==> config.mk <==
export PLATFORM = sky130hd
export DESIGN_NAME = dotted_oid_text_parser_flat
export DESIGN_NICKNAME = d
export VERILOG_FILES = /design/src/rtl/core/doid_pkg.sv /design/src/rtl/core/doid_if.sv /design/src/rtl/core/dotted_oid_text_parser.sv /design/src/flat_wrapper.sv
export SDC_FILE = /design/constraint.sdc
export NUM_CORES = 1
export LEC_CHECK = 0
export ABC_AREA = 1
export ABC_CLOCK_PERIOD_IN_PS = 4300
export BUFFER_PORTS_ARGS = -buffer_cell sky130_fd_sc_hd__buf_4
export CORE_ASPECT_RATIO = 1.2
export CORE_MARGIN = 8
export CORE_UTILIZATION = 55
export CTS_CLUSTER_DIAMETER = 30
export DETAILED_ROUTE_END_ITERATION = 8
export GPL_TIMING_DRIVEN = 0
export PLACE_DENSITY = 0.79
export SYNTH_ARGS = -nofsm -noshare
export SYNTH_HDL_FRONTEND = slang
export SYNTH_SLANG_ARGS = --single-unit
==> constraint.sdc <==
create_clock -name i_clk -period 4.3 [get_ports i_clk]
set_clock_uncertainty 0.05 [all_clocks]
set_input_delay 0.645 -clock i_clk [delete_from_list [all_inputs] [get_ports i_clk]]
set_output_delay 0.645 -clock i_clk [all_outputs]
set_load 0.05 [all_outputs]
==> src/rtl/core/doid_pkg.sv <==
package doid_pkg;

    typedef enum logic [2:0] {
        MODE_START,
        MODE_DEC,
        MODE_ZERO,
        MODE_XPEND,
        MODE_OCT,
        MODE_HEX
    } t_mode;

    typedef enum logic [1:0] {
        ST_OK  = 2'd0,
        ST_ENC = 2'd1,
        ST_BIG = 2'd2
    } t_status;

    // what one accepted word does to the parser
    typedef struct packed {
        logic    comp;    // a component completes
        logic    done;    // string closed by terminator without error
        logic    err;     // parse error
        t_status status;
    } t_evt;

    localparam logic [7:0]  CH_DOT   = 8'h2E;
    localparam logic [7:0]  CH_ZERO  = 8'h30;
    localparam logic [7:0]  CH_ONE   = 8'h31;
    localparam logic [7:0]  CH_NINE  = 8'h39;
    localparam logic [7:0]  CH_LO_A  = 8'h61;
    localparam logic [7:0]  CH_LO_F  = 8'h66;
    localparam logic [7:0]  CH_UP_A  = 8'h41;
    localparam logic [7:0]  CH_UP_F  = 8'h46;
    localparam logic [7:0]  CH_LO_X  = 8'h78;
    localparam logic [7:0]  CH_UP_X  = 8'h58;
    localparam logic [15:0] VAL_MAX  = 16'hFFFF;

endpackage

==> src/rtl/core/doid_if.sv <==
interface doid_in_if;
    logic       valid;
    logic       ready;
    logic [7:0] character;
    logic       end_marker;

    modport source (output valid, output character, output end_marker, input ready);
    modport sink   (input valid, input character, input end_marker, output ready);
endinterface

interface doid_out_if;
    logic        valid;
    logic        ready;
    logic [15:0] component_value;
    logic [4:0]  component_index;
    logic        component_valid;
    logic        done_res;
    logic [1:0]  status;
    logic [5:0]  oid_length;

    modport source (output valid, output component_value, output component_index,
                    output component_valid, output done_res, output status,
                    output oid_length, input ready);
    modport sink   (input valid, input component_value, input component_index,
                    input component_valid, input done_res, input status,
                    input oid_length, output ready);
endinterface

==> src/rtl/core/dotted_oid_text_parser.sv <==
// A result word is registered from the input word when that word is accepted.
// Throughput: one input word per cycle while the output register is empty or its
// result is taken in the same cycle; otherwise the input is stalled.
// Reset (i_rst_n low, synchronous): parser back to component start, count and
// flags cleared, output register empty.
module dotted_oid_text_parser #(
    parameter int MAX_COMPONENTS = 32
) (
    input  logic              i_clk,
    input  logic              i_rst_n,
    doid_in_if.sink           i_char,
    doid_out_if.source        o_comp
);

    localparam int CW = $clog2(MAX_COMPONENTS + 1);
    localparam int LW = (CW > 6) ? CW : 6;

    doid_pkg::t_mode   r_mode,    n_mode;
    logic [15:0]       r_acc,     n_acc;
    logic              r_flag,    n_flag;
    logic [CW-1:0]     r_count,   n_count;
    logic              r_discard, n_discard;

    logic              r_ov;
    logic [15:0]       r_val;
    logic [4:0]        r_idx;
    logic              r_cv;
    logic              r_dn;
    logic [1:0]        r_st;
    logic [5:0]        r_len;

    logic              n_have;
    logic [15:0]       n_val;
    logic [4:0]        n_idx;
    logic              n_cv;
    logic              n_dn;
    logic [1:0]        n_st;
    logic [5:0]        n_len;

    logic              w_fire;
    logic [7:0]        w_c;
    logic              w_end;
    logic [3:0]        w_hex;
    logic              w_is_hex;
    logic [4:0]        w_radix;
    logic              w_dig_ok;
    logic [20:0]       w_prod;
    logic [LW-1:0]     w_count_x;
    doid_pkg::t_evt    w_evt;

    assign i_char.ready = !r_ov || o_comp.ready;
    assign w_fire       = i_char.valid && i_char.ready;
    assign w_c          = i_char.character;
    assign w_end        = i_char.end_marker;
    assign w_count_x    = LW'(r_count);

    // character class and digit value
    always_comb begin
        w_hex    = 4'd0;
        w_is_hex = 1'b1;
        if (w_c inside {[doid_pkg::CH_ZERO:doid_pkg::CH_NINE]}) begin
            w_hex = 4'(w_c - doid_pkg::CH_ZERO);
        end else if (w_c inside {[doid_pkg::CH_LO_A:doid_pkg::CH_LO_F]}) begin
            w_hex = 4'(w_c - doid_pkg::CH_LO_A + 8'd10);
        end else if (w_c inside {[doid_pkg::CH_UP_A:doid_pkg::CH_UP_F]}) begin
            w_hex = 4'(w_c - doid_pkg::CH_UP_A + 8'd10);
        end else begin
            w_is_hex = 1'b0;
        end
        case (r_mode)
            doid_pkg::MODE_DEC:                     w_radix = 5'd10;
            doid_pkg::MODE_HEX, doid_pkg::MODE_XPEND: w_radix = 5'd16;
            default:                                w_radix = 5'd8;
        endcase
        w_dig_ok = w_is_hex && ({1'b0, w_hex} < w_radix);
        w_prod   = 21'(r_acc) * 21'(w_radix) + 21'(w_hex);
    end

    // event decode for the current word
    always_comb begin
        w_evt        = '0;
        w_evt.status = doid_pkg::ST_OK;
        if (!r_discard) begin
            if (w_end) begin
                if (r_mode == doid_pkg::MODE_START) begin
                    w_evt.done = 1'b1;
                end else if (r_mode == doid_pkg::MODE_XPEND) begin
                    w_evt.err    = 1'b1;
                    w_evt.status = doid_pkg::ST_ENC;
                end else if (r_flag) begin
                    w_evt.err    = 1'b1;
                    w_evt.status = doid_pkg::ST_BIG;
                end else begin
                    w_evt.done = 1'b1;
                    w_evt.comp = 1'b1;
                end
            end else begin
                case (r_mode)
                    doid_pkg::MODE_START: begin
                        if (r_count >= CW'(MAX_COMPONENTS)) begin
                            w_evt.err    = 1'b1;
                            w_evt.status = doid_pkg::ST_BIG;
                        end else if (!(w_c inside {[doid_pkg::CH_ZERO:doid_pkg::CH_NINE]})) begin
                            w_evt.err    = 1'b1;
                            w_evt.status = doid_pkg::ST_ENC;
                        end
                    end
                    doid_pkg::MODE_XPEND: begin
                        if (!w_is_hex) begin
                            w_evt.err    = 1'b1;
                            w_evt.status = doid_pkg::ST_ENC;
                        end
                    end
                    default: begin
                        if (r_mode == doid_pkg::MODE_ZERO &&
                            (w_c == doid_pkg::CH_LO_X || w_c == doid_pkg::CH_UP_X)) begin
                            w_evt.err = 1'b0;
                        end else if (w_dig_ok) begin
                            w_evt.err = 1'b0;
                        end else if (r_flag) begin
                            w_evt.err    = 1'b1;
                            w_evt.status = doid_pkg::ST_BIG;
                        end else if (w_c == doid_pkg::CH_DOT) begin
                            w_evt.comp = 1'b1;
                        end else begin
                            w_evt.err    = 1'b1;
                            w_evt.status = doid_pkg::ST_ENC;
                        end
                    end
                endcase
            end
        end
    end

    // next state
    always_comb begin
        n_mode    = r_mode;
        n_acc     = r_acc;
        n_flag    = r_flag;
        n_count   = r_count;
        n_discard = r_discard;
        if (w_end) begin
            n_mode    = doid_pkg::MODE_START;
            n_acc     = 16'd0;
            n_flag    = 1'b0;
            n_count   = '0;
            n_discard = 1'b0;
        end else if (w_evt.err) begin
            n_discard = 1'b1;
        end else if (!r_discard) begin
            case (r_mode)
                doid_pkg::MODE_START: begin
                    n_flag = 1'b0;
                    if (w_c == doid_pkg::CH_ZERO) begin
                        n_mode = doid_pkg::MODE_ZERO;
                        n_acc  = 16'd0;
                    end else begin
                        n_mode = doid_pkg::MODE_DEC;
                        n_acc  = 16'(w_hex);
                    end
                end
                default: begin
                    if (r_mode == doid_pkg::MODE_ZERO &&
                        (w_c == doid_pkg::CH_LO_X || w_c == doid_pkg::CH_UP_X)) begin
                        n_mode = doid_pkg::MODE_XPEND;
                    end else if (w_evt.comp) begin
                        n_mode  = doid_pkg::MODE_START;
                        n_acc   = 16'd0;
                        n_count = r_count + 1'b1;
                    end else begin
                        // digit of the current radix: accumulate, saturate at max
                        if (r_mode == doid_pkg::MODE_ZERO) begin
                            n_mode = doid_pkg::MODE_OCT;
                        end else if (r_mode == doid_pkg::MODE_XPEND) begin
                            n_mode = doid_pkg::MODE_HEX;
                        end
                        if (w_prod > 21'(doid_pkg::VAL_MAX)) begin
                            n_flag = 1'b1;
                            n_acc  = doid_pkg::VAL_MAX;
                        end else begin
                            n_acc = w_prod[15:0];
                        end
                    end
                end
            endcase
        end
    end

    // result word
    always_comb begin
        n_have = w_evt.comp || w_evt.done || w_evt.err;
        n_cv   = w_evt.comp;
        n_dn   = w_evt.done || w_evt.err;
        n_st   = w_evt.status;
        n_val  = w_evt.comp ? r_acc : 16'd0;
        n_idx  = w_evt.comp ? w_count_x[4:0] : 5'd0;
        n_len  = 6'd0;
        if (w_evt.done) begin
            n_len = w_evt.comp ? 6'(w_count_x + LW'(1)) : w_count_x[5:0];
        end
    end

    always_ff @(posedge i_clk) begin
        if (!i_rst_n) begin
            r_mode    <= doid_pkg::MODE_START;
            r_acc     <= 16'd0;
            r_flag    <= 1'b0;
            r_count   <= '0;
            r_discard <= 1'b0;
            r_ov      <= 1'b0;
        end else begin
            if (w_fire) begin
                r_mode    <= n_mode;
                r_acc     <= n_acc;
                r_flag    <= n_flag;
                r_count   <= n_count;
                r_discard <= n_discard;
                r_ov      <= n_have;
            end else if (o_comp.ready) begin
                r_ov <= 1'b0;
            end
        end
    end

    always_ff @(posedge i_clk) begin
        if (w_fire && n_have) begin
            r_val <= n_val;
            r_idx <= n_idx;
            r_cv  <= n_cv;
            r_dn  <= n_dn;
            r_st  <= n_st;
            r_len <= n_len;
        end
    end

    assign o_comp.valid           = r_ov;
    assign o_comp.component_value = r_val;
    assign o_comp.component_index = r_idx;
    assign o_comp.component_valid = r_cv;
    assign o_comp.done_res        = r_dn;
    assign o_comp.status          = r_st;
    assign o_comp.oid_length      = r_len;

    a_count_bound: assert property (@(posedge i_clk) disable iff (!i_rst_n)
        r_count <= CW'(MAX_COMPONENTS))
        else $error("component count beyond limit");

    a_xpend_clean: assert property (@(posedge i_clk) disable iff (!i_rst_n)
        r_mode == doid_pkg::MODE_XPEND |-> r_acc == 16'd0 && !r_flag)
        else $error("hex prefix pending with nonzero accumulator");

    a_comp_ok: assert property (@(posedge i_clk) disable iff (!i_rst_n)
        r_ov && r_cv |-> r_st == doid_pkg::ST_OK)
        else $error("component word carries error status");

    a_err_word: assert property (@(posedge i_clk) disable iff (!i_rst_n)
        r_ov && r_st != doid_pkg::ST_OK |-> r_dn && !r_cv && r_len == 6'd0)
        else $error("error word malformed");

    a_term_restart: assert property (@(posedge i_clk) disable iff (!i_rst_n)
        w_fire && w_end |=> r_mode == doid_pkg::MODE_START && !r_discard &&
                            r_count == '0 && !r_flag)
        else $error("terminator did not restart parser");

endmodule
==> src/flat_wrapper.sv <==
// flat-port wrapper written by rule: the top's interface ports become plain ports
module dotted_oid_text_parser_flat 
#(
    parameter int MAX_COMPONENTS = 32
)
  (i_clk, i_rst_n, i_char_valid, i_char_character, i_char_end_marker, i_char_ready, o_comp_valid, o_comp_component_value, o_comp_component_index, o_comp_component_valid, o_comp_done_res, o_comp_status, o_comp_oid_length, o_comp_ready);
  doid_in_if i_char_i ();
  doid_out_if o_comp_i ();
  input  logic i_clk;
  input  logic i_rst_n;
  input wire logic [$bits(i_char_i.valid)-1:0] i_char_valid;
  input wire logic [$bits(i_char_i.character)-1:0] i_char_character;
  input wire logic [$bits(i_char_i.end_marker)-1:0] i_char_end_marker;
  output wire logic [$bits(i_char_i.ready)-1:0] i_char_ready;
  output wire logic [$bits(o_comp_i.valid)-1:0] o_comp_valid;
  output wire logic [$bits(o_comp_i.component_value)-1:0] o_comp_component_value;
  output wire logic [$bits(o_comp_i.component_index)-1:0] o_comp_component_index;
  output wire logic [$bits(o_comp_i.component_valid)-1:0] o_comp_component_valid;
  output wire logic [$bits(o_comp_i.done_res)-1:0] o_comp_done_res;
  output wire logic [$bits(o_comp_i.status)-1:0] o_comp_status;
  output wire logic [$bits(o_comp_i.oid_length)-1:0] o_comp_oid_length;
  input wire logic [$bits(o_comp_i.ready)-1:0] o_comp_ready;
  assign i_char_i.valid = i_char_valid;
  assign i_char_i.character = i_char_character;
  assign i_char_i.end_marker = i_char_end_marker;
  assign i_char_ready = i_char_i.ready;
  assign o_comp_valid = o_comp_i.valid;
  assign o_comp_component_value = o_comp_i.component_value;
  assign o_comp_component_index = o_comp_i.component_index;
  assign o_comp_component_valid = o_comp_i.component_valid;
  assign o_comp_done_res = o_comp_i.done_res;
  assign o_comp_status = o_comp_i.status;
  assign o_comp_oid_length = o_comp_i.oid_length;
  assign o_comp_i.ready = o_comp_ready;
  dotted_oid_text_parser #(.MAX_COMPONENTS(MAX_COMPONENTS)) u_core (.i_clk(i_clk), .i_rst_n(i_rst_n), .i_char(i_char_i), .o_comp(o_comp_i));
endmodule
==> results of run 1 <==
==> area by class of cell <==
| cell class | instances | area, µm² |
|---|---|---|
| sequential | 59 | 1500 |
| clock buffer | 11 | 233 |
| timing repair buffer | 78 | 641 |
| multi-input combinational | 524 | 3890 |
| inverter | 157 | 617 |
| fill | 611 | 2280 |
| buffer | 14 | 93.8 |
| clock inverter | 5 | 53.8 |
| tap | 123 | 154 |
==> layer usage <==
layer	vias up	routed length (µm)	global-route usage, %	part of all wire, %
li1	2554	-	-	-
met1	2567	5860	23.2	35
met2	375	8550	40.7	51
met3	102	1340	3.42	8.0
met4	0	995	13.0	5.9
met5	-	0	0	0
==> power groups by stage <==
stage                     Sequential (mW)  Combinational, mW  Clock [mW]
final                               0.758               1.40       0.695
after global routing                0.765               1.50       0.716
after CTS                           0.751               1.20       0.690
after detailed placement            0.762               1.07           0
after global placement              0.758               1.04           0
after floorplan                     0.931              0.622           0
==> how the worst max path moves through the flow <==
stage,from,endpoint,slack [ns],cells past startpoint
after floorplan,i_char_character[0],u_core.r_acc[3],0.004,27
after global placement,u_core.r_mode[2],u_core.r_acc[1],-0.81,25
after detailed placement,i_char_character[0],u_core.r_acc[1],-0.95,29
after CTS,i_char_character[0],u_core.r_acc[1],0.0007,29
after global routing,u_core.r_mode[2],u_core.r_acc[3],-0.38,27
final,u_core.r_mode[2],u_core.r_acc[3],-0.23,29
==> registers in the layout, summed over array words and instances (netlist names), 2 cells and up <==
signal,flops
u_core.o_comp.status,2
u_core.o_comp.oid_length,6
u_core.r_mode,3
u_core.r_count,6
u_core.o_comp.component_value,16
u_core.o_comp.component_index,5
u_core.r_acc,16
==> cell families after synthesis <==
group	Yosys count
flops	59
fa+ha+maj	77
simple gates	353
compound gates	80
buf+inv	171
xor+xnor	14
==> synthesized netlist by cell type, types with 2 or more instances <==
| master | count | area (µm²) |
|---|---|---|
| sky130_fd_sc_hd__a21boi_0 | 2 | 15.0 |
| sky130_fd_sc_hd__a21oi_1 | 25 | 125 |
| sky130_fd_sc_hd__buf_1 | 2 | 7.51 |
| sky130_fd_sc_hd__clkbuf_1 | 9 | 33.8 |
| sky130_fd_sc_hd__clkinv_1 | 4 | 15.0 |
| sky130_fd_sc_hd__dfxtp_1 | 28 | 561 |
| sky130_fd_sc_hd__edfxtp_1 | 31 | 931 |
| sky130_fd_sc_hd__fa_1 | 15 | 300 |
| sky130_fd_sc_hd__ha_1 | 62 | 776 |
| sky130_fd_sc_hd__inv_1 | 148 | 556 |
| sky130_fd_sc_hd__inv_2 | 5 | 18.8 |
| sky130_fd_sc_hd__nand2_1 | 158 | 593 |
| sky130_fd_sc_hd__nand2_2 | 7 | 43.8 |
| sky130_fd_sc_hd__nand3_1 | 32 | 160 |
| sky130_fd_sc_hd__nand3_2 | 2 | 20.0 |
| sky130_fd_sc_hd__nand3b_1 | 2 | 15.0 |
| sky130_fd_sc_hd__nand4_1 | 13 | 81.3 |
| sky130_fd_sc_hd__nor2_1 | 122 | 458 |
| sky130_fd_sc_hd__nor2_2 | 3 | 18.8 |
| sky130_fd_sc_hd__nor2_4 | 2 | 22.5 |
| sky130_fd_sc_hd__nor3_1 | 2 | 10.0 |
| sky130_fd_sc_hd__nor4_1 | 2 | 12.5 |
| sky130_fd_sc_hd__o211ai_1 | 5 | 37.5 |
| sky130_fd_sc_hd__o21a_1 | 2 | 15.0 |
| sky130_fd_sc_hd__o21ai_0 | 24 | 120 |
| sky130_fd_sc_hd__o21ai_1 | 8 | 40.0 |
| sky130_fd_sc_hd__o21bai_1 | 6 | 45.0 |
| sky130_fd_sc_hd__o31ai_1 | 3 | 22.5 |
| sky130_fd_sc_hd__or2_2 | 2 | 12.5 |
| sky130_fd_sc_hd__xor2_1 | 13 | 114 |
==> timing repair <==
item,CTS,global route
gates resized for setup,75,98
cloned,2,1
pin swaps,18,50
endpoints found under the setup margin,17,17
setup buffers,11,21
==> worst register-to-register path: cells and delay by family (launching register included) <==
| kind | cells | cell delay, ns |
|---|---|---|
| compound gates | 5 | 0.65 |
| flops | 1 | 0.37 |
| simple gates | 11 | 1.19 |
| fa+ha+maj | 4 | 1.17 |
| buf+inv | 9 | 0.95 |
==> PnR_summary.wiki, run 1 <==
{| class="wikitable"
! Metric !! Value
|-
| Sw Share || 43.2%
|-
| Routability-driven placement congestion ratio || ~0.9
|-
| Slowest cell on crit path || sky130_fd_sc_hd__fa_1
|-
| Total power density per cell area || between 300 and 400 nW/µm²
|-
| Utilization after layout || 75.9%
|-
| Violated checks || DRC, setup timing
|-
| Root buf cell || sky130_fd_sc_hd__clkbuf_16
|-
| Internal power summed over all cells || 1.62 mW
|-
| Kind of capture point of the worst setup path || flop
|-
| Main synth FF type || sky130_fd_sc_hd__edfxtp_1
|-
| Number of endpoints with negative hold slack in the final report || 0
|-
| Synthesis-to-layout area growth || 34.5%
|-
| Max FO, Critical Path || 6
|-
| Setup repair after global routing missed its margin || true
|-
| Worst-Skew Late Latency || 0.33 ns
|-
| CTS tree || yes
|-
| Initial detailed-routing violation count || a little under 600
|-
| Maximum clock rate || about 0.22 GHz
|-
| Mapped Cells || 754
|-
| Total clock sinks || between 50 and 60
|-
| Design Power || roughly 2.9 mW
|-
| Largest vdd supply drop || 249 µV
|-
| Number of cells in the design after placement || 921
|-
| Count of state elements after synthesis || a little under 60
|-
| Largest net degree at the start of global routing || 32
|-
| Estimated wirelength of the detail-placed design || 10400 µm
|-
| Async set-reset flop share out of synthesis || 0%
|-
| Combinational family with the most area after synthesis || simple AND/OR/NAND/NOR gates
|-
| Path category of the worst min-delay check || flop to flop
|-
| Period utilisation layout || 105%
|-
| Minimum period implied by the final worst setup slack || between 4 and 5 ns
|-
| Row count || 39
|-
| Portion of netlist area occupied by mux cells || 0%
|-
| Post-synthesis share of cell area spent on xor and xnor gates || 2.30%
|-
| Fraction of final layout cells with drive strength greater than 1 || 27.1%
|-
| Initial antenna violation count || 0
|-
| Standard cell area after detailed placement || 5830 µm²
|-
| Remaining DRCs || 2
|-
| Crit path max-delay family || simple AND/OR/NAND/NOR gates
|-
| Count of cells along the worst hold path || 2
|-
| LEAKAGE || 3.50 nW
|-
| Hold-fix buffer count after cts || 0
|-
| GR Overflow Total || 0
|-
| Leading cell type in the layout, fill and taps excluded || sky130_fd_sc_hd__nand2_1
|-
| Net count after synthesis || around 840
|-
| Core region area || 9470 µm²
|-
| Routed len/inst || 17.2 µm
|-
| Max Transition Viols Final || 0
|-
| Number of clock buffers inserted by TritonCTS || 9
|-
| Worst R2R Path Depth || 29
|-
| Summed area of non-filler cells in the final layout || 7180 µm²
|-
| Proportion of power drawn by the clock network || 24.3%
|-
| Die Ht || 124 µm
|-
| Sum Neg Setup Slack || -2.48 ns
|-
| Switching Power || approximately 1.2 mW
|-
| Category of the most critical setup path || flop to flop
|-
| Vias per inst || approximately 5.8
|-
| Reg2Reg Capture Point || u_core.r_acc[3]
|-
| Count of pins on the block boundary || 46
|-
| Clock slew at the register clock pins of the worst setup and hold paths || 0.05 ns
|-
| Diodes inserted || 0
|-
| Count of buffering cells on the critical path with inverters included || 9
|-
| Post-synth EDFFs || 31
|-
| Most Frequent Cell on Critical Path || sky130_fd_sc_hd__nand2_1
|-
| Net count of the finished layout || 933
|-
| Power share of the sequential group || 26.6%
|-
| Startpoint of the worst hold path || u_core.r_acc[2]
|-
| Non-filler cells, final || roughly 970
|-
| Synthesized-area fraction occupied by and/or/nand/nor cells || 28.5%
|-
| Final Hold Slack || between 0.4 and 0.5 ns
|-
| Routed Antenna Nets || 0
|-
| Compound-gate portion of the synthesized area || 8.83%
|-
| Endpoint, Worst Hold || u_core.r_acc[2]
|-
| Die outline width || ~110 µm
|-
| Deepest clock path buffer count || 2
|-
| Critical path required time || 4.47 ns
|-
| Slew headroom || 18.6%
|-
| Least-Margin Pin Slew || 1.22 ns
|-
| First-pass GRT wire length || 23400 µm
|-
| Via count of the first global-routing pass || 5184
|-
| Synthesized area per cell || 7.08 µm²
|-
| Mapped Area || 5340 µm²
|-
| Drt total wl || 16700 µm
|-
| Count of buffers inserted at the top-level ports || 44
|-
| Commonest non-fill, non-tap cells in the layout || sky130_fd_sc_hd__nand2_1, sky130_fd_sc_hd__inv_1, sky130_fd_sc_hd__nor2_1
|-
| Fraction of power consumed by combinational cells || 49.1%
|-
| Starting density of the core || a little under three fifths
|-
| Internal reg-to-reg setup slack || -0.23 ns
|-
| Number of search-and-repair iterations in the first detailed-routing pass || 9
|-
| Crit path largest cell delay || 0.44 ns
|-
| Worst setup slack before clock tree synthesis || -0.946 ns
|-
| Total via count in the routed design || 5598
|-
| Max-cap violation count || 0
|-
| Synth Warn # || 0
|-
| Count of unique library cells instantiated by Yosys || 45
|-
| Sequential area share after synthesis || 27.9%
|-
| Source of the worst register-to-register timing path || u_core.r_mode[2]
|-
| Total global routing track utilization || a little over a fifth
|-
| Arithmetic-cell share of the synthesized area counting full adders, half adders and majority gates || 20.1%
|-
| Setup crit start kind || flop
|-
| WP data arrival || 4.69 ns
|-
| Worst setup slack after layout || -0.226 ns
|-
| Area of the die || 13100 µm²
|-
| Setup violation total in the final timing report || 17
|-
| Run status || finished, violations left
|-
| Count of H-tree levels built during CTS || 3
|}
(Power assumes the default switching activity.)
==> run 2: changes to the inputs <==
Settings changed: PLACE_DENSITY 0.79 to not set, PLACE_DENSITY_LB_ADDON set to 0.12.
==> PnR_summary.wiki, run 2 (synthesis gave the netlist of run 1 again) <==
{| class="wikitable"
! Metric !! Value
|-
| Length of routed wiring on met1 || 5800 µm (-0.96%)
|-
| Slowest cell on crit path || sky130_fd_sc_hd__fa_1
|-
| Endpoint, Worst Hold || u_core.r_acc[0]
|-
| Estimated wirelength of the detail-placed design || 10500 µm (+0.54%)
|-
| Max-cap violation count || 0 (unchanged)
|-
| Synthesis-to-layout area growth || 37.5%
|-
| Setup violation total in the final timing report || 0 (-17)
|-
| Critical path required time || 4.47 ns (about the same)
|-
| Highest routing layer actually used || met4
|-
| CTS tree || yes
|-
| Maximum clock rate || 0.233 GHz (+5.5%)
|-
| Worst R2R Path Depth || 29 (unchanged)
|-
| Period utilisation layout || 99.8% (-5.5 points)
|-
| Source of the worst register-to-register timing path || u_core.r_mode[2]
|-
| Root buf cell || sky130_fd_sc_hd__clkbuf_16
|-
| Sum Neg Setup Slack || 0 ns (+2.48 ns)
|-
| Amount of wire on met3 after detailed routing || 981 µm (-27%)
|-
| Diodes inserted || 0 (unchanged)
|-
| Number of endpoints with negative hold slack in the final report || 0 (unchanged)
|-
| Total global routing track utilization || 21.8% (-0.12 points)
|-
| Reg2Reg Capture Point || u_core.r_acc[3]
|-
| Remaining DRCs || 0 (-2)
|-
| Clock slew at the register clock pins of the worst setup and hold paths || 0.06 ns (about the same)
|-
| Path category of the worst min-delay check || flop to flop
|-
| Most Frequent Cell on Critical Path || sky130_fd_sc_hd__nand2_1
|-
| Total via count in the routed design || 5370 (-4.1%)
|-
| Count of H-tree levels built during CTS || 3 (unchanged)
|-
| Kind of capture point of the worst setup path || flop
|-
| Seq. cell area || 1500 µm² (unchanged)
|-
| Total clock sinks || 59 (unchanged)
|-
| Utilization after layout || 77.6% (+1.7 points)
|-
| Count of cells along the worst hold path || 2 (unchanged)
|-
| Max FO, Critical Path || 8 (+2)
|-
| Die outline width || 106 µm (unchanged)
|-
| Largest vdd supply drop || 221 µV (-11%)
|-
| Drt total wl || 15700 µm (-6.4%)
|-
| Die Ht || 124 µm (unchanged)
|-
| Routability-driven placement congestion ratio || 0.921 (+2.8%)
|-
| Routed Antenna Nets || 0 (unchanged)
|-
| Row count || 39 (unchanged)
|-
| Leading cell type in the layout, fill and taps excluded || sky130_fd_sc_hd__nand2_1
|-
| Largest net degree at the start of global routing || 32 (unchanged)
|-
| First-pass GRT wire length || 23300 µm (-0.30%)
|-
| Crit path largest cell delay || 0.50 ns (+0.06 ns)
|-
| Vias per inst || 5.53 (-4.1%)
|-
| Internal reg-to-reg setup slack || 0.009 ns (+0.24 ns)
|-
| GR Overflow Total || 0 (unchanged)
|-
| Worst-Skew Late Latency || 0.34 ns (about the same)
|-
| Category of the most critical setup path || flop to flop
|-
| Area of the die || 13100 µm² (unchanged)
|-
| Initial antenna violation count || 0 (unchanged)
|-
| # fillers || 619 (+1.3%)
|-
| Number of search-and-repair iterations in the first detailed-routing pass || 5 (-4)
|-
| Net count of the finished layout || 933 (unchanged)
|-
| Run status || finished clean
|-
| Initial detailed-routing violation count || 393 (-32%)
|-
| Total power density per cell area || 400 nW/µm² (+0.74%)
|-
| Max Transition Viols Final || 0 (unchanged)
|-
| Commonest non-fill, non-tap cells in the layout || sky130_fd_sc_hd__nand2_1, sky130_fd_sc_hd__inv_1, sky130_fd_sc_hd__nor2_1
|-
| Count of buffers inserted at the top-level ports || 44 (unchanged)
|-
| Deepest clock path buffer count || 2 (unchanged)
|-
| Core region area || 9470 µm² (unchanged)
|-
| Setup crit start kind || flop
|-
| Starting density of the core || 56.4% (unchanged)
|-
| Number of clock buffers inserted by TritonCTS || 9 (unchanged)
|-
| Least-Margin Pin Slew || 1.16 ns (-0.0601 ns)
|-
| Fraction of final layout cells with drive strength greater than 1 || 31.4% (+4.2 points)
|-
| Count of pins on the block boundary || 46 (unchanged)
|-
| Slew headroom || 22.6% (+4.0 points)
|-
| Minimum period implied by the final worst setup slack || 4.29 ns (-0.235 ns)
|-
| Via count of the first global-routing pass || 5134 (-0.96%)
|-
| Startpoint of the worst hold path || u_core.r_acc[0]
|-
| Area occupied by multi-input gates || 4010 µm² (+3.0%)
|-
| Met2 Wirelength || 8160 µm (-4.6%)
|-
| WP data arrival || 4.46 ns (-0.23 ns)
|-
| Routed len/inst || 16.1 µm (-6.4%)
|-
| Setup repair after global routing missed its margin || true
|-
| LEAKAGE || 3.49 nW (-0.33%)
|}
-- run 2: changes by cell type in the layout (fill, tap and decap cells not counted), sizes merged --
cell    previous run  this run
inv              153       152
bufinv             1         2
buf               81        83
clkbuf            22        19
clkinv             6         7
-- run 2: stage by stage --
step           hold WS (ns)  cell area (µm²)  setup WS, ns  std cells  power [mW]
2_1_floorplan         0.415             5350       0.00374        754        1.55
5_1_grt               0.517             7340        -0.149        971        3.09
6_report              0.489             7340       0.00886        971        2.94
3_3_place_gp          0.433             5830        -0.810        921        1.80
4_1_cts               0.459             6620       0.00443        954        2.73
3_5_place_dp          0.434             5830        -0.907        921        1.83
-- run 2: cell type report --
cell class / count / area share (%)
clock inverter: 6 / 1.21
inverter: 157 / 8.47
sequential: 59 / 20.4
timing repair buffer: 78 / 8.59
buffer: 14 / 1.33
clock buffer: 10 / 3.25
multi-input combinational: 524 / 54.6
tap: 123 / 2.10
-- run 2: critical path: cells and delay by family, from the launching register on --
kind	cells	cell delay, ns
adders and majority gates	4	1.19
and+or+nand+nor	12	1.06
buffers and inverters	8	0.82
AOI/OAI and AO/OA	5	0.67
DFF	1	0.37
-- run 2: report_power, final --
part,leakage (nW),switching [mW],total (mW),internal (mW)
combinational,2.79,0.920,1.40,0.476
sequential,0.539,0.0460,0.756,0.710
clock,0.155,0.265,0.787,0.522
-- run 2: layer usage --
| layer | vias to the layer above | track usage [%] |
|---|---|---|
| li1 | 2552 | - |
| met1 | 2543 | 23.6 |
| met2 | 212 | 38.5 |
| met3 | 63 | 3.99 |
| met4 | 0 | 14.9 |
| met5 | - | 0 |
-- run 2: worst max-delay path by stage --
stage                         from         endpoint  slack (ns)
2_1_floorplan  i_char_character[0]  u_core.r_acc[3]       0.004
3_5_place_dp   i_char_character[0]  u_core.r_acc[3]       -0.91
5_1_grt           u_core.r_mode[2]  u_core.r_acc[3]       -0.15
4_1_cts           u_core.r_mode[2]  u_core.r_acc[3]       0.004
6_report          u_core.r_mode[2]  u_core.r_acc[3]       0.009
3_3_place_gp   i_char_character[0]  u_core.r_acc[3]       -0.81
-- run 2: repair_timing --
| action | CTS | global route |
|---|---|---|
| pin swaps | 15 | 75 |
| gates cloned | 1 | 1 |
| hold buffers | 0 | 0 |
| resized for setup | 67 | 147 |
| endpoints found under the setup margin | 17 | 17 |
| setup buffers | 16 | 16 |
| hold endpoints to repair | 0 | 0 |
==> run 3: changes to the inputs <==
Settings changed: CORE_UTILIZATION 55 to 30.
==> PnR_summary.wiki, run 3 (synthesis gave the netlist of run 1 again) <==
{| class="wikitable"
! Metric !! Value
|-
| Maximum clock rate || 0.234 GHz (+0.46%)
|-
| GR Overflow Total || 0 (unchanged)
|-
| Number of endpoints with negative hold slack in the final report || 0 (unchanged)
|-
| Critical path required time || 4.47 ns (about the same)
|-
| Slew headroom || 15.4% (-7.2 points)
|-
| Max Transition Viols Final || 0 (unchanged)
|-
| Final Hold Slack || 0.455 ns (-0.0342 ns)
|-
| Critical Path Source || i_char_character[1]
|-
| Leading cell type in the layout, fill and taps excluded || sky130_fd_sc_hd__nand2_1
|-
| Largest vdd supply drop || 222 µV (+0.29%)
|-
| Setup violation total in the final timing report || 0 (unchanged)
|-
| Worst R2R Path Depth || 28 (-3.4%)
|-
| Total via count in the routed design || 4925 (-8.3%)
|-
| First-pass GRT wire length || 25000 µm (+7.3%)
|-
| Count of H-tree levels built during CTS || 3 (unchanged)
|-
| Fraction of final layout cells with drive strength greater than 1 || 29.2% (-2.2 points)
|-
| Crit path largest cell delay || 0.50 ns (about the same)
|-
| Count of buffers inserted at the top-level ports || 44 (unchanged)
|-
| Total power density per cell area || 380 nW/µm² (-5.0%)
|-
| Diodes inserted || 0 (unchanged)
|-
| Source of the worst register-to-register timing path || u_core.r_mode[2]
|-
| Category of the most critical setup path || input port to flop
|-
| Period utilisation layout || 99.3% (-0.46 points)
|-
| Vias per inst || 4.60 (-17%)
|-
| Core region area || 17500 µm² (+85%)
|-
| Largest net degree at the start of global routing || 32 (unchanged)
|-
| Initial detailed-routing violation count || 215 (-45%)
|-
| Root buf cell || sky130_fd_sc_hd__clkbuf_16
|-
| Worst setup slack after layout || 0.0286 ns (+0.0198 ns)
|-
| Area of the die || 22300 µm² (+70%)
|-
| GR met3 Demand/Resource || 2.01% (-2.0 points)
|-
| Row count || 53 (+36%)
|-
| Endpoint of the worst setup timing path || u_core.r_acc[12]
|-
| Max-cap violation count || 0 (unchanged)
|-
| Area occupied by multi-input gates || 3950 µm² (-1.6%)
|-
| CTS tree || yes
|-
| Routed len/inst || 14.3 µm (-12%)
|-
| Minimum period implied by the final worst setup slack || 4.27 ns (-0.0198 ns)
|-
| Via count of the first global-routing pass || 5096 (-0.74%)
|-
| Least-Margin Pin Slew || 1.27 ns (+0.108 ns)
|-
| Clock slew at the register clock pins of the worst setup and hold paths || 0.06 ns (about the same)
|-
| Total global routing track utilization || 14.1% (-7.8 points)
|-
| Worst setup slack before clock tree synthesis || -1.09 ns (-0.183 ns)
|-
| Routability-driven placement congestion ratio || 0.814 (-12%)
|-
| Design Power || 2.81 mW (-4.6%)
|-
| Count of pins on the block boundary || 46 (unchanged)
|-
| Seq. cell area || 1500 µm² (unchanged)
|-
| Die Ht || 162 µm (+31%)
|-
| Initial antenna violation count || 0 (unchanged)
|-
| LEAKAGE || 3.51 nW (+0.58%)
|-
| Remaining DRCs || 0 (unchanged)
|-
| Max FO, Critical Path || 5 (-3)
|-
| Setup repair after global routing missed its margin || true
|-
| Met1 GRT Util || 15.9% (-7.7 points)
|-
| Commonest non-fill, non-tap cells in the layout || sky130_fd_sc_hd__nand2_1, sky130_fd_sc_hd__inv_1, sky130_fd_sc_hd__nor2_1
|-
| Routed Antenna Nets || 0 (unchanged)
|-
| WP data arrival || 4.44 ns (-0.02 ns)
|-
| Starting density of the core || 30.5% (-26 points)
|-
| Routing usage on met2 || 25.0% (-14 points)
|-
| Kind of capture point of the worst setup path || flop
|-
| Internal reg-to-reg setup slack || 0.05 ns (+0.04 ns)
|-
| Number of clock buffers inserted by TritonCTS || 9 (unchanged)
|-
| Synthesis-to-layout area growth || 38.1%
|-
| Drt total wl || 15300 µm (-2.5%)
|-
| Net count of the finished layout || 935 (+0.21%)
|-
| Run status || finished clean
|-
| Die outline width || 138 µm (+30%)
|-
| Slowest cell on crit path || sky130_fd_sc_hd__fa_1
|-
| Most Used Layer, Global Route || met2
|-
| Estimated wirelength of the detail-placed design || 11800 µm (+12%)
|-
| Worst-Skew Late Latency || 0.33 ns (about the same)
|-
| Setup crit start kind || input port
|-
| Total clock sinks || 59 (unchanged)
|-
| Number of search-and-repair iterations in the first detailed-routing pass || 5 (unchanged)
|-
| Path category of the worst min-delay check || flop to flop
|-
| # fillers || 1820 (+190%)
|-
| Deepest clock path buffer count || 2 (unchanged)
|-
| Reg2Reg Capture Point || u_core.r_acc[12]
|}
## run 3: through the flow
step | cell area [µm²] | setup TNS (ns) | instances | util (%)
CTS | 6870 | 0 | 1055 | 39.2
detailed placement | 5950 | -16.41 | 1018 | 34.0
global placement | 5950 | -15.63 | 1018 | 34.0
finish | 7370 | 0 | 1070 | 42.1
global route | 7370 | -2.48 | 1070 | 42.1
floorplan | 5350 | 0 | 754 | -
## run 3: repair_timing
item,in CTS,in global routing
setup endpoints to repair,17,17
hold endpoints to repair,0,0
buffers inserted,19,14
pin swaps,25,65
resized for setup,89,100
gates cloned,2,1
hold buffers,0,0
## run 3: how the worst min path moves through the flow
stage                               start         endpoint  slack, ns  cells past startpoint
after floorplan           u_core.r_acc[0]  u_core.r_acc[0]       0.41                      2
after global placement    u_core.r_acc[0]  u_core.r_acc[0]       0.44                      2
after detailed placement  u_core.r_acc[3]  u_core.r_acc[3]       0.43                      2
after CTS                 u_core.r_acc[0]  u_core.r_acc[0]       0.46                      2
after global routing      u_core.r_acc[0]  u_core.r_acc[0]       0.47                      2
final                     u_core.r_acc[2]  u_core.r_acc[2]       0.46                      2
## run 3: layout make-up
class                   instances  share of cell area, %
repair buffers                 80                   8.94
clock inverters                 6                  0.560
inverters                     157                   8.40
multi-input cells             524                   53.5
plain buffers                  14                   1.43
well taps                     220                   3.73
flip-flops and latches         59                   20.3
clock buffers                  10                   3.10
## run 3: critical path, delay by kind of cell
family,cells,cell delay (ns)
compound gates,2,0.16
fa+ha+maj,5,1.38
buf+inv,11,1.04
simple gates,13,1.20
## run 3: where the power goes
part | leakage [nW] | switching, mW | internal, mW
clock network | 0.125 | 0.269 | 0.389
registers | 0.539 | 0.0477 | 0.710
logic | 2.84 | 0.897 | 0.492
total | 3.51 | 1.21 | 1.59
## run 3: layer usage
| metal | share of wire, % | wire length (µm) | vias up |
|---|---|---|---|
| met2 | 53 | 8030 | 75 |
| met3 | 2.9 | 448 | 24 |
| met4 | 2.6 | 395 | 0 |
| met1 | 42 | 6400 | 2270 |
| li1 | - | - | 2556 |
| met5 | 0 | 0 | - |
